**config.mk**
```make
export PLATFORM = sky130hd
export DESIGN_NAME = eeprom_page_split_write_queue_flat
export DESIGN_NICKNAME = d
export VERILOG_FILES = /design/src/epsw_pkg.sv /design/src/epsw_channels.sv /design/src/epsw_ctrl.sv /design/src/epsw_dp.sv /design/src/eeprom_page_split_write_queue.sv /design/src/flat_wrapper.sv
export SDC_FILE = /design/constraint.sdc
export NUM_CORES = 1
export LEC_CHECK = 0
export ABC_CLOCK_PERIOD_IN_PS = 7110
export CORE_UTILIZATION = 32
export DETAILED_ROUTE_END_ITERATION = 10
export DONT_BUFFER_PORTS = 1
export SYNTH_ARGS = -nofsm -noshare
export SYNTH_HDL_FRONTEND = slang
export SYNTH_SLANG_ARGS = --single-unit
export TNS_END_PERCENT = 1
```
**constraint.sdc**
```tcl
create_clock -name clock -period 7.11 [get_ports clock]
set_input_delay 0 -clock clock [delete_from_list [all_inputs] [get_ports clock]]
set_output_delay 0 -clock clock [all_outputs]
set_load 0.02 [all_outputs]
```
**src/epsw_pkg.sv**
```systemverilog
`timescale 1ns / 1ps
`default_nettype none

package epsw_pkg;

   localparam int PAGE_BYTES_DEFAULT = 32;
   localparam int FAIL_LIMIT         = 3;

   localparam int ADDR_W   = 16;
   localparam int OFS_W    = 8;
   localparam int LEN_W    = 7;
   localparam int RLEN_W   = 8;
   localparam int FAIL_W   = 3;
   localparam int COUNT_W  = 2;
   localparam int CSR_IDX_W  = 3;
   localparam int CSR_DATA_W = 16;

   typedef enum logic [1:0] {
      RS_IDLE  = 2'd0,
      RS_WAIT  = 2'd1,
      RS_WRITE = 2'd2,
      RS_ERROR = 2'd3
   } rec_state_type;

   typedef enum logic [1:0] {
      PH_FIRST  = 2'd0,
      PH_MIDDLE = 2'd1,
      PH_FINAL  = 2'd2
   } phase_type;

   typedef enum logic [1:0] {
      STS_OK          = 2'd0,
      STS_PENDING     = 2'd1,
      STS_PENDING_ERR = 2'd2,
      STS_INVALID     = 2'd3
   } status_type;

   typedef enum logic [CSR_IDX_W-1:0] {
      CSR_STORE_READY  = 3'd0,
      CSR_REC0_ADDRESS = 3'd1,
      CSR_REC0_LENGTH  = 3'd2,
      CSR_REC1_ADDRESS = 3'd3,
      CSR_REC1_LENGTH  = 3'd4
   } csr_index_type;

   typedef struct packed {
      logic load_item;
      logic div_mul;
      logic div_fix;
      logic div_on_rem;
      logic exec;
   } ctrl_cmd_type;

   typedef struct packed {
      logic need_split;
      logic out_free;
   } dp_status_type;

endpackage

`default_nettype wire

```
**src/epsw_channels.sv**
```systemverilog
`timescale 1ns / 1ps
`default_nettype none

interface epsw_req_if;
   import epsw_pkg::*;
   logic valid;
   logic ready;
   logic action;
   logic record_sel;
   logic data_changed;
   logic write_ok;
   modport source (output valid, action, record_sel, data_changed, write_ok, input ready);
   modport sink   (input valid, action, record_sel, data_changed, write_ok, output ready);
endinterface

interface epsw_rsp_if;
   import epsw_pkg::*;
   logic              valid;
   logic              ready;
   logic              write_valid;
   logic [ADDR_W-1:0] write_address;
   logic [OFS_W-1:0]  write_offset;
   logic [LEN_W-1:0]  write_length;
   logic [1:0]        request_status;
   logic [1:0]        record_state;
   logic              busy_res;
   modport source (output valid, write_valid, write_address, write_offset, write_length,
                   request_status, record_state, busy_res, input ready);
   modport sink   (input valid, write_valid, write_address, write_offset, write_length,
                   request_status, record_state, busy_res, output ready);
endinterface

`default_nettype wire

```
**src/epsw_ctrl.sv**
```systemverilog
`timescale 1ns / 1ps
`default_nettype none

module epsw_ctrl (
   input  logic                   clock,
   input  logic                   reset,
   input  logic                   in_valid,
   output logic                   in_ready,
   input  epsw_pkg::dp_status_type status,
   output epsw_pkg::ctrl_cmd_type  cmd
);
   import epsw_pkg::*;

   typedef enum logic [5:0] {
      S_IDLE     = 6'b000001,
      S_ADDR_MUL = 6'b000010,
      S_ADDR_FIX = 6'b000100,
      S_REM_MUL  = 6'b001000,
      S_REM_FIX  = 6'b010000,
      S_EXEC     = 6'b100000
   } ctrl_state_type;

   ctrl_state_type state_ff, state_in;

   always_ff @(posedge clock) begin
      if (reset) begin
         state_ff <= S_IDLE;
      end else begin
         state_ff <= state_in;
      end
   end

   always_comb begin
      state_in = state_ff;
      in_ready = 1'b0;
      cmd      = '0;
      unique case (state_ff)
         S_IDLE: begin
            in_ready = 1'b1;
            if (in_valid) begin
               cmd.load_item = 1'b1;
               state_in = status.need_split ? S_ADDR_MUL : S_EXEC;
            end
         end
         S_ADDR_MUL: begin
            cmd.div_mul = 1'b1;
            state_in    = S_ADDR_FIX;
         end
         S_ADDR_FIX: begin
            cmd.div_fix = 1'b1;
            state_in    = S_REM_MUL;
         end
         S_REM_MUL: begin
            cmd.div_mul    = 1'b1;
            cmd.div_on_rem = 1'b1;
            state_in       = S_REM_FIX;
         end
         S_REM_FIX: begin
            cmd.div_fix    = 1'b1;
            cmd.div_on_rem = 1'b1;
            state_in       = S_EXEC;
         end
         S_EXEC: begin
            // wait for the output register to free up
            if (status.out_free) begin
               cmd.exec = 1'b1;
               state_in = S_IDLE;
            end
         end
         default: begin
            state_in = S_IDLE;
         end
      endcase
   end

endmodule

`default_nettype wire

```
**src/epsw_dp.sv**
```systemverilog
`timescale 1ns / 1ps
`default_nettype none

module epsw_dp #(
   parameter int PAGE_BYTES = epsw_pkg::PAGE_BYTES_DEFAULT
) (
   input  logic                                clock,
   input  logic                                reset,
   input  epsw_pkg::ctrl_cmd_type              cmd,
   output epsw_pkg::dp_status_type             status,
   input  logic                                req_action,
   input  logic                                req_record_sel,
   input  logic                                req_data_changed,
   input  logic                                req_write_ok,
   input  logic                                csr_we,
   input  logic [epsw_pkg::CSR_IDX_W-1:0]      csr_index,
   input  logic [epsw_pkg::CSR_DATA_W-1:0]     csr_data,
   input  logic                                rsp_ready,
   output logic                                rsp_valid,
   output logic                                rsp_write_valid,
   output logic [epsw_pkg::ADDR_W-1:0]         rsp_write_address,
   output logic [epsw_pkg::OFS_W-1:0]          rsp_write_offset,
   output logic [epsw_pkg::LEN_W-1:0]          rsp_write_length,
   output logic [1:0]                          rsp_request_status,
   output logic [1:0]                          rsp_record_state,
   output logic                                rsp_busy_res
);
   import epsw_pkg::*;

   localparam int PB_W      = $clog2(PAGE_BYTES + 1);
   localparam int R_W       = PB_W + 1;
   localparam int DIV_SHIFT = ADDR_W;
   localparam int RECIP     = (1 << DIV_SHIFT) / PAGE_BYTES;
   localparam int RECIP_W   = $clog2(RECIP + 1);
   localparam int PROD_W    = ADDR_W + RECIP_W;
   localparam logic [PB_W-1:0] PB = PB_W'(PAGE_BYTES);

   // configuration
   logic              store_ready_ff;
   logic [ADDR_W-1:0] rec0_address_ff, rec1_address_ff;
   logic [RLEN_W-1:0] rec0_length_ff, rec1_length_ff;

   // record and queue state
   rec_state_type      rec_state_ff [2];
   logic               queue_ff [2];
   logic [COUNT_W-1:0] count_ff;
   phase_type          phase_ff;
   logic [ADDR_W-1:0]  cur_address_ff;
   logic [OFS_W-1:0]   cur_offset_ff;
   logic [RLEN_W-1:0]  pages_left_ff;
   logic [LEN_W-1:0]   tail_bytes_ff;
   logic [FAIL_W-1:0]  fail_count_ff;
   logic               busy_ff;

   // latched word
   logic item_action_ff, item_sel_ff, item_changed_ff, item_ok_ff;

   // divider
   logic [PROD_W-1:0]  mul_ff;
   logic [PB_W-1:0]    first_ff;
   logic               longer_ff;
   logic [RLEN_W-1:0]  rem_ff;
   logic [RLEN_W-1:0]  pages_calc_ff;
   logic [LEN_W-1:0]   tail_calc_ff;

   logic [ADDR_W-1:0]  div_dividend;
   logic [RECIP_W-1:0] q_est;
   logic [PROD_W-1:0]  r_diff;
   logic [R_W-1:0]     r_raw;
   logic               fix_up;
   logic [PB_W-1:0]    r_val;
   logic [RECIP_W-1:0] q_val;
   logic [PB_W-1:0]    first_val;

   logic               head;
   logic [ADDR_W-1:0]  head_addr;
   logic [RLEN_W-1:0]  head_len;

   // next-state values
   rec_state_type      rs_n [2];
   logic               q_n [2];
   logic [COUNT_W-1:0] cnt_n;
   phase_type          ph_n;
   logic [ADDR_W-1:0]  ca_n;
   logic [OFS_W-1:0]   co_n;
   logic [RLEN_W-1:0]  pl_n;
   logic [LEN_W-1:0]   tb_n;
   logic [FAIL_W-1:0]  fc_n;
   logic               busy_n;
   logic               wv;
   logic [ADDR_W-1:0]  wa;
   logic [OFS_W-1:0]   wo;
   logic [LEN_W-1:0]   wl;
   status_type         sts;
   rec_state_type      st;
   logic               found, failed, dequeue;

   assign head      = queue_ff[0];
   assign head_addr = head ? rec1_address_ff : rec0_address_ff;
   assign head_len  = head ? rec1_length_ff : rec0_length_ff;

   assign status.need_split = !req_action && store_ready_ff && (count_ff != '0)
                              && (phase_ff != PH_MIDDLE) && (phase_ff != PH_FINAL);
   assign status.out_free   = !rsp_valid || rsp_ready;

   // shared reciprocal divider: estimate, then one correcting subtract
   assign div_dividend = cmd.div_on_rem ? ADDR_W'(rem_ff) : head_addr;
   assign q_est  = mul_ff[PROD_W-1:DIV_SHIFT];
   assign r_diff = PROD_W'(div_dividend) - PROD_W'(q_est) * PROD_W'(PAGE_BYTES);
   assign r_raw  = r_diff[R_W-1:0];
   assign fix_up = (r_raw >= R_W'(PAGE_BYTES));
   assign r_val  = fix_up ? PB_W'(r_raw - R_W'(PAGE_BYTES)) : PB_W'(r_raw);
   assign q_val  = q_est + RECIP_W'(fix_up);
   assign first_val = PB - r_val;

   always_ff @(posedge clock) begin
      if (cmd.div_mul) begin
         mul_ff <= PROD_W'(div_dividend) * PROD_W'(RECIP);
      end
      if (cmd.div_fix && !cmd.div_on_rem) begin
         first_ff  <= first_val;
         longer_ff <= head_len > RLEN_W'(first_val);
         rem_ff    <= head_len - RLEN_W'(first_val);
      end
      if (cmd.div_fix && cmd.div_on_rem) begin
         pages_calc_ff <= longer_ff ? RLEN_W'(q_val) : '0;
         tail_calc_ff  <= longer_ff ? LEN_W'(r_val) : '0;
      end
      if (cmd.load_item) begin
         item_action_ff  <= req_action;
         item_sel_ff     <= req_record_sel;
         item_changed_ff <= req_data_changed;
         item_ok_ff      <= req_write_ok;
      end
   end

   always_comb begin
      rs_n   = rec_state_ff;
      q_n    = queue_ff;
      cnt_n  = count_ff;
      ph_n   = phase_ff;
      ca_n   = cur_address_ff;
      co_n   = cur_offset_ff;
      pl_n   = pages_left_ff;
      tb_n   = tail_bytes_ff;
      fc_n   = fail_count_ff;
      busy_n = busy_ff;
      wv     = 1'b0;
      wa     = '0;
      wo     = '0;
      wl     = '0;
      sts    = STS_OK;
      st     = rec_state_ff[item_sel_ff];
      found  = 1'b0;
      failed = 1'b0;
      dequeue = 1'b0;
      if (item_action_ff) begin
         if (!store_ready_ff) begin
            sts = STS_INVALID;
         end else if (st == RS_WRITE) begin
            sts = STS_PENDING;
         end else if (!item_changed_ff) begin
            sts = STS_OK;
         end else begin
            found = ((count_ff >= 2'd1) && (queue_ff[0] == item_sel_ff))
                 || ((count_ff >= 2'd2) && (queue_ff[1] == item_sel_ff));
            if (!found && (count_ff >= 2'd2)) begin
               sts = STS_INVALID;
            end else begin
               if (!found) begin
                  q_n[count_ff[0]] = item_sel_ff;
                  cnt_n = count_ff + 2'd1;
               end
               rs_n[item_sel_ff] = RS_WAIT;
               sts = (st == RS_ERROR) ? STS_PENDING_ERR : STS_PENDING;
            end
         end
      end else if (store_ready_ff) begin
         if (count_ff == '0) begin
            busy_n = 1'b0;
         end else begin
            busy_n = 1'b1;
            case (phase_ff)
               PH_MIDDLE: begin
                  if (pages_left_ff != '0) begin
                     wv = 1'b1;
                     wa = cur_address_ff;
                     wo = cur_offset_ff;
                     wl = LEN_W'(PAGE_BYTES);
                     if (item_ok_ff) begin
                        pl_n = pages_left_ff - 8'd1;
                        ca_n = cur_address_ff + ADDR_W'(PAGE_BYTES);
                        co_n = cur_offset_ff + OFS_W'(PAGE_BYTES);
                     end else begin
                        failed = 1'b1;
                     end
                  end
                  if (!failed) begin
                     fc_n = '0;
                     if (pl_n == '0) begin
                        if (tail_bytes_ff != '0) begin
                           ph_n = PH_FINAL;
                        end else begin
                           ph_n = PH_FIRST;
                           rs_n[head] = RS_IDLE;
                           dequeue = 1'b1;
                        end
                     end
                  end
               end
               PH_FINAL: begin
                  if (tail_bytes_ff != '0) begin
                     wv = 1'b1;
                     wa = cur_address_ff;
                     wo = cur_offset_ff;
                     wl = tail_bytes_ff;
                     failed = !item_ok_ff;
                  end
                  if (!failed) begin
                     fc_n = '0;
                     ph_n = PH_FIRST;
                     rs_n[head] = RS_IDLE;
                     dequeue = 1'b1;
                  end
               end
               default: begin
                  ph_n = PH_FIRST;
                  rs_n[head] = RS_WRITE;
                  co_n = '0;
                  ca_n = head_addr;
                  pl_n = pages_calc_ff;
                  tb_n = tail_calc_ff;
                  wv = 1'b1;
                  wa = head_addr;
                  wo = '0;
                  wl = longer_ff ? LEN_W'(first_ff) : head_len[LEN_W-1:0];
                  if (!item_ok_ff) begin
                     failed = 1'b1;
                  end else begin
                     fc_n = '0;
                     if (!longer_ff) begin
                        rs_n[head] = RS_IDLE;
                        dequeue = 1'b1;
                     end else begin
                        ca_n = head_addr + ADDR_W'(first_ff);
                        co_n = OFS_W'(first_ff);
                        ph_n = (pages_calc_ff != '0) ? PH_MIDDLE : PH_FINAL;
                     end
                  end
               end
            endcase
            if (failed) begin
               fc_n = fail_count_ff + 3'd1;
               if (fc_n > FAIL_W'(FAIL_LIMIT)) begin
                  fc_n = '0;
                  ph_n = PH_FIRST;
                  rs_n[head] = RS_ERROR;
                  dequeue = 1'b1;
               end
            end
            if (dequeue) begin
               q_n[0] = queue_ff[1];
               cnt_n  = count_ff - 2'd1;
            end
         end
      end
   end

   always_ff @(posedge clock) begin
      if (reset) begin
         store_ready_ff  <= 1'b0;
         rec0_address_ff <= '0;
         rec0_length_ff  <= 8'd1;
         rec1_address_ff <= '0;
         rec1_length_ff  <= 8'd1;
         rec_state_ff[0] <= RS_IDLE;
         rec_state_ff[1] <= RS_IDLE;
         count_ff        <= '0;
         phase_ff        <= PH_FIRST;
         cur_address_ff  <= '0;
         cur_offset_ff   <= '0;
         pages_left_ff   <= '0;
         tail_bytes_ff   <= '0;
         fail_count_ff   <= '0;
         busy_ff         <= 1'b0;
         rsp_valid       <= 1'b0;
      end else begin
         if (csr_we) begin
            unique case (csr_index_type'(csr_index))
               CSR_STORE_READY:  store_ready_ff  <= csr_data[0];
               CSR_REC0_ADDRESS: rec0_address_ff <= csr_data[ADDR_W-1:0];
               CSR_REC0_LENGTH:  rec0_length_ff  <= csr_data[RLEN_W-1:0];
               CSR_REC1_ADDRESS: rec1_address_ff <= csr_data[ADDR_W-1:0];
               CSR_REC1_LENGTH:  rec1_length_ff  <= csr_data[RLEN_W-1:0];
               default: ;
            endcase
         end
         if (cmd.exec) begin
            rec_state_ff[0] <= rs_n[0];
            rec_state_ff[1] <= rs_n[1];
            count_ff        <= cnt_n;
            phase_ff        <= ph_n;
            cur_address_ff  <= ca_n;
            cur_offset_ff   <= co_n;
            pages_left_ff   <= pl_n;
            tail_bytes_ff   <= tb_n;
            fail_count_ff   <= fc_n;
            busy_ff         <= busy_n;
            rsp_valid       <= 1'b1;
         end else if (rsp_ready) begin
            rsp_valid       <= 1'b0;
         end
      end
   end

   always_ff @(posedge clock) begin
      if (cmd.exec) begin
         queue_ff[0]        <= q_n[0];
         queue_ff[1]        <= q_n[1];
         rsp_write_valid    <= wv;
         rsp_write_address  <= wa;
         rsp_write_offset   <= wo;
         rsp_write_length   <= wl;
         rsp_request_status <= sts;
         rsp_record_state   <= rs_n[item_sel_ff];
         rsp_busy_res       <= busy_n;
      end
   end

endmodule

`default_nettype wire

```
**src/eeprom_page_split_write_queue.sv**
```systemverilog
`timescale 1ns / 1ps
`default_nettype none

// Page-split write queue for two EEPROM records. Each word on req is either a
// write request (action = 1) for record_sel, or a tick (action = 0) that serves
// the head of a two-entry queue and issues at most one page write; every word
// yields exactly one word on rsp. A word that needs no page split (a request, a
// tick while the store is down or the queue is empty, or a tick in the middle
// or final phase) goes from acceptance straight to the commit state. A tick that
// starts a record (first page, including retries) first passes the states
// S_ADDR_MUL, S_ADDR_FIX, S_REM_MUL and S_REM_FIX, where the first partial
// page and the page/tail split are computed by one shared reciprocal divider
// that runs twice, a multiply step and a correction step each time. The
// commit holds for as long as the previous result still waits on rsp.ready.
// Input is taken again the cycle after a result is loaded, even while that
// result still waits on rsp.ready. Configuration registers are written
// through csr_we/csr_index/csr_data; the user must write them only while no
// word is in flight, and the block itself does not enforce it.

module eeprom_page_split_write_queue #(
   parameter int PAGE_BYTES = epsw_pkg::PAGE_BYTES_DEFAULT
) (
   input  logic                            clock,
   input  logic                            reset,
   epsw_req_if.sink                        req,
   epsw_rsp_if.source                      rsp,
   input  logic                            csr_we,
   input  logic [epsw_pkg::CSR_IDX_W-1:0]  csr_index,
   input  logic [epsw_pkg::CSR_DATA_W-1:0] csr_data
);
   import epsw_pkg::*;

   ctrl_cmd_type  cmd;
   dp_status_type status;
   logic          in_ready;

   assign req.ready = in_ready;

   // sequencer: accept, run the divider when a record starts, then commit
   epsw_ctrl u_ctrl (
      .clock    (clock),
      .reset    (reset),
      .in_valid (req.valid),
      .in_ready (in_ready),
      .status   (status),
      .cmd      (cmd)
   );

   // record state, queue, page split arithmetic and the result register
   epsw_dp #(
      .PAGE_BYTES (PAGE_BYTES)
   ) u_dp (
      .clock              (clock),
      .reset              (reset),
      .cmd                (cmd),
      .status             (status),
      .req_action         (req.action),
      .req_record_sel     (req.record_sel),
      .req_data_changed   (req.data_changed),
      .req_write_ok       (req.write_ok),
      .csr_we             (csr_we),
      .csr_index          (csr_index),
      .csr_data           (csr_data),
      .rsp_ready          (rsp.ready),
      .rsp_valid          (rsp.valid),
      .rsp_write_valid    (rsp.write_valid),
      .rsp_write_address  (rsp.write_address),
      .rsp_write_offset   (rsp.write_offset),
      .rsp_write_length   (rsp.write_length),
      .rsp_request_status (rsp.request_status),
      .rsp_record_state   (rsp.record_state),
      .rsp_busy_res       (rsp.busy_res)
   );

   // commit only into a free result register
   a_exec_needs_room: assert property (@(posedge clock) disable iff (reset)
      cmd.exec |-> status.out_free)
      else $error("commit while result register is occupied");

   // one word in flight: drop ready right after acceptance
   a_one_in_flight: assert property (@(posedge clock) disable iff (reset)
      (req.valid && req.ready) |=> !req.ready)
      else $error("second word accepted while one is in flight");

   // a commit always produces a result on the next cycle
   a_exec_gives_result: assert property (@(posedge clock) disable iff (reset)
      cmd.exec |=> rsp.valid)
      else $error("commit did not load a result");

   // the address divide step is always followed by its correction step
   a_div_order: assert property (@(posedge clock) disable iff (reset)
      (cmd.div_mul && !cmd.div_on_rem) |=> (cmd.div_fix && !cmd.div_on_rem))
      else $error("divider sequence broken");

   // at most one controller command per cycle
   a_cmd_exclusive: assert property (@(posedge clock) disable iff (reset)
      $onehot0({cmd.load_item, cmd.div_mul, cmd.div_fix, cmd.exec}))
      else $error("overlapping controller commands");

endmodule

`default_nettype wire
```
**src/flat_wrapper.sv**
```systemverilog
// flat-port wrapper written by rule: the top's interface ports become plain ports
module eeprom_page_split_write_queue_flat import epsw_pkg::*;
#(
   parameter int PAGE_BYTES = epsw_pkg::PAGE_BYTES_DEFAULT
)
  (clock, reset, csr_we, csr_index, csr_data, req_valid, req_action, req_record_sel, req_data_changed, req_write_ok, req_ready, rsp_valid, rsp_write_valid, rsp_write_address, rsp_write_offset, rsp_write_length, rsp_request_status, rsp_record_state, rsp_busy_res, rsp_ready);
  epsw_req_if req_i ();
  epsw_rsp_if rsp_i ();
  input  logic clock;
  input  logic reset;
  input  logic csr_we;
  input  logic [epsw_pkg::CSR_IDX_W-1:0] csr_index;
  input  logic [epsw_pkg::CSR_DATA_W-1:0] csr_data;
  input wire logic [$bits(req_i.valid)-1:0] req_valid;
  input wire logic [$bits(req_i.action)-1:0] req_action;
  input wire logic [$bits(req_i.record_sel)-1:0] req_record_sel;
  input wire logic [$bits(req_i.data_changed)-1:0] req_data_changed;
  input wire logic [$bits(req_i.write_ok)-1:0] req_write_ok;
  output wire logic [$bits(req_i.ready)-1:0] req_ready;
  output wire logic [$bits(rsp_i.valid)-1:0] rsp_valid;
  output wire logic [$bits(rsp_i.write_valid)-1:0] rsp_write_valid;
  output wire logic [$bits(rsp_i.write_address)-1:0] rsp_write_address;
  output wire logic [$bits(rsp_i.write_offset)-1:0] rsp_write_offset;
  output wire logic [$bits(rsp_i.write_length)-1:0] rsp_write_length;
  output wire logic [$bits(rsp_i.request_status)-1:0] rsp_request_status;
  output wire logic [$bits(rsp_i.record_state)-1:0] rsp_record_state;
  output wire logic [$bits(rsp_i.busy_res)-1:0] rsp_busy_res;
  input wire logic [$bits(rsp_i.ready)-1:0] rsp_ready;
  assign req_i.valid = req_valid;
  assign req_i.action = req_action;
  assign req_i.record_sel = req_record_sel;
  assign req_i.data_changed = req_data_changed;
  assign req_i.write_ok = req_write_ok;
  assign req_ready = req_i.ready;
  assign rsp_valid = rsp_i.valid;
  assign rsp_write_valid = rsp_i.write_valid;
  assign rsp_write_address = rsp_i.write_address;
  assign rsp_write_offset = rsp_i.write_offset;
  assign rsp_write_length = rsp_i.write_length;
  assign rsp_request_status = rsp_i.request_status;
  assign rsp_record_state = rsp_i.record_state;
  assign rsp_busy_res = rsp_i.busy_res;
  assign rsp_i.ready = rsp_ready;
  eeprom_page_split_write_queue #(.PAGE_BYTES(PAGE_BYTES)) u_core (.clock(clock), .reset(reset), .req(req_i), .rsp(rsp_i), .csr_we(csr_we), .csr_index(csr_index), .csr_data(csr_data));
endmodule
```
==> run metrics <==
H-tree levels 4; CTS tree done; CP max FO 21; DR vias/cell 5.26; Post-synth EDFFs 80; Die Ht 175 um; nets 1125; Synth Register Bits 186; Overflow after GRT 0; slowest cell on the critical path nor3b_1; clock buffer count from CTS 17; Vias 7747; crit path launch type register; Net Switching 561 uW; Worst Hold Slack 0.0190 ns; Critical Path AT 4.02 ns; LEAKAGE 0.00377 uW; Clk pwr share 41.9%; synth-to-layout area growth 12.3%; CP delay by family, top simple AND/OR/NAND/NOR gates; synthesized instance count 1072; Area after DPL 0.00992 mm2; WP data required 7.48 ns; Ys Warns 0; Ant. Diodes 0; Peak Freq 274 MHz; Pre-antenna DRT Iters 7; fin crit share 51.4%; DIE WIDTH 175 um; Area contributors post-synth edfxtp_1 (25%), dfxtp_1 (22%), nand2_1 (7.4%); Synth Flop Type dfxtp_1; Switching Share 25.5%; Total GRT Usage 16.7%; Hold Crit Class in2reg; critical path class reg2reg; DP Cell Count 1409; top cell type's share of synthesized area 25.0%; Die Area 0.0308 mm2; fraction of registers with async set/reset 0%; Power Dens Cells 204 mW/mm2; Reg2Reg Setup Slack 3.46 ns; Worst-Skew Late Latency 0.44 ns; final wirelength 25100 um; antenna violations before repair 0; residual DRC count 0; Max-slew headroom 29.5%; Fin. Hold Viols 0; crit path buf inv count 1; CTS resizes 0; RD Place Congestion 0.855; total power 2200 uW; setup_tns 0 ns; Post-Syn Area per Cell 8.97 um2; clock slew at reported path FFs 0.08 ns; clk_skew 0.0131 ns; Yosys top cell by area edfxtp_1; CP Capture Type register; Post-Layout Cell Count 1472; Wirelength per Cell 17.1 um; area of the core 0.0296 mm2; cells along the critical path inv_1, ha_1, nor3b_1, nand2_1, nor2_1, nand3_1, a21oi_1; Seq/Total Area, Yosys 47.0%; Seq pwr share 52.1%; io pins 67; Slew @ Worst Pin 1.05 ns; Root Buffer clkbuf_16; pin count of the biggest net entering global routing 111; clock tree sinks 186; Max IR drop VDD 130 uV; Setup Viol. Count Final 0; Comb power frac 6.0%; Layout fillers 3052; Detailed Place HPWL 17900 um; min Tclk post-route 3.65 ns; Critical Path Max Stage Delay 0.85 ns; max cap viols 0; Slew Limit Fails 0; effective utilization at floorplan 32.5%; layout cell share with drive strength beyond 1 6.19%; Syn Std Cell Area 0.00962 mm2; Cell Rows 63; input/output buffers 0; vias in the first global route 7206; cell area after layout 0.0108 mm2; RSZ-0062 raised after global routing false; syn nets 1128; DRT iter0 DRCs 584; Max Buffers Root-to-Sink 2; Routed Antenna Nets 0; P_int 1640 uW; global-route wire length before repair 40100 um; outcome finished clean; Synth cell types 74
-- state kept, by name (all words and copies together) (netlist names), 3 cells and up --
| name | count |
|---|---|
| u_core.u_dp.rec_state_ff | 4 |
| u_core.u_ctrl.state_ff | 6 |
| u_core.u_dp.rec0_length_ff | 8 |
| u_core.u_dp.fail_count_ff | 3 |
| u_core.u_dp.first_ff | 6 |
| u_core.u_dp.rsp_write_address | 16 |
| u_core.u_dp.pages_calc_ff | 8 |
| u_core.u_dp.rsp_write_length | 7 |
| u_core.u_dp.tail_calc_ff | 6 |
| u_core.u_dp.cur_address_ff | 16 |
| u_core.u_dp.rec1_length_ff | 8 |
| u_core.u_dp.mul_ff | 8 |
| u_core.u_dp.tail_bytes_ff | 6 |
| u_core.u_dp.rec0_address_ff | 16 |
| u_core.u_dp.rem_ff | 8 |
| u_core.u_dp.rsp_write_offset | 8 |
| u_core.u_dp.cur_offset_ff | 8 |
| u_core.u_dp.pages_left_ff | 8 |
| u_core.u_dp.rec1_address_ff | 16 |
-- path summary, 6_finish.rpt --
path / cells after the start / to / start
worst max-delay path: 7 / u_core.u_dp.cur_offset_ff[1] / u_core.u_dp.count_ff[0]
worst min register to register: 2 / u_core.u_dp.cur_offset_ff[4] / u_core.u_dp.cur_offset_ff[4]
worst min-delay path: 3 / u_core.u_dp.rec0_length_ff[5] / csr_index[0]
worst max register to register: 7 / u_core.u_dp.cur_offset_ff[1] / u_core.u_dp.count_ff[0]
-- stage by stage --
step | worst slack, ns | util (%)
finish | 3.46 | 36.5
global route | 3.19 | 36.5
CTS | 3.43 | 36.5
detailed placement | 3.43 | 33.5
global placement | 3.53 | 33.5
floorplan | 3.66 | -
-- timing repair --
action / CTS / global route
hold endpoints to repair: 114 / 0
buffers inserted: 0 / 0
hold buffers: 31 / 0
-- tightest hold or removal path: stages --
cell	delay (ns)
and3b_1	0.26
nand2_1	0.11
a21oi_1	0.05
-- cells in the mapped netlist (4+ instances only) --
cell,count
or4_1,4
nor3_1,30
dfxtp_1,106
o32ai_1,7
nor2_1,89
a21oi_1,109
mux2_2,9
edfxtp_1,80
o21a_1,5
nand3b_1,9
nor3b_1,7
o21ai_1,4
a22oi_1,5
a211oi_1,14
o211ai_1,6
inv_1,40
ha_1,26
o2bb2ai_1,5
o21ai_0,40
nand3_1,24
xor2_1,19
or3_1,4
o22ai_1,5
nor4_1,5
or2_2,5
nand4_1,9
buf_2,6
nand2_1,190
and2_1,18
nor2b_1,9
o21bai_1,4
nand2b_1,4
a311oi_1,4
nor4b_1,5
and3_1,10
clkbuf_1,51
xnor2_1,20
mux2i_1,24
a2111oi_0,5
-- final cells by class --
type | count | area (um2) | area share, %
clock buffer | 18 | 429 | 3.97
clock inverter | 14 | 129 | 1.19
tap | 390 | 488 | 4.51
timing repair buffer | 39 | 388 | 3.59
sequential | 186 | 4520 | 41.9
multi-input combinational | 784 | 4700 | 43.4
inverter | 41 | 154 | 1.42
-- kinds of logic after synthesis --
| group | Yosys count | share of synthesized area, % |
|---|---|---|
| buffers and inverters | 102 | 4.23 |
| xor gates and xnor gates | 39 | 3.55 |
| adders and majority gates | 28 | 3.80 |
| and+or+nand+nor | 436 | 21.2 |
| DFF | 186 | 47.0 |
| AOI/OAI and AO/OA | 246 | 16.4 |
| muxes | 35 | 3.78 |
-- per-layer routing --
metal  wire length [um]  up-vias  track usage (%)
met5                  0        -                0
met4                553        0             6.16
met1              12100     3659             23.6
li1                   -     3801                -
met3               1430       35             2.94
met2              11100      252             25.3
-- cells in the final DEF (no fill, tap or decap), types with 14 or more instances in the layout --
cell,count
dlygate4sd3_1,30
a21oi_1,109
xor2_1,19
inv_1,39
edfxtp_1,80
xnor2_1,20
clkbuf_16,17
o21ai_0,40
mux2i_1,24
nand2_1,190
a211oi_1,14
ha_1,26
nor3_1,30
nor2_1,89
nand3_1,24
dfxtp_1,106
and2_1,18
-- power groups by stage --
stage | clock network (uW) | logic (uW) | registers (uW)
finish | 924 | 132 | 1150
global route | 986 | 146 | 1150
CTS | 942 | 132 | 1150
detailed placement | 0 | 104 | 1170
global placement | 0 | 103 | 1170
floorplan | 0 | 93.3 | 1170
Power figures use the tool's default switching activity.
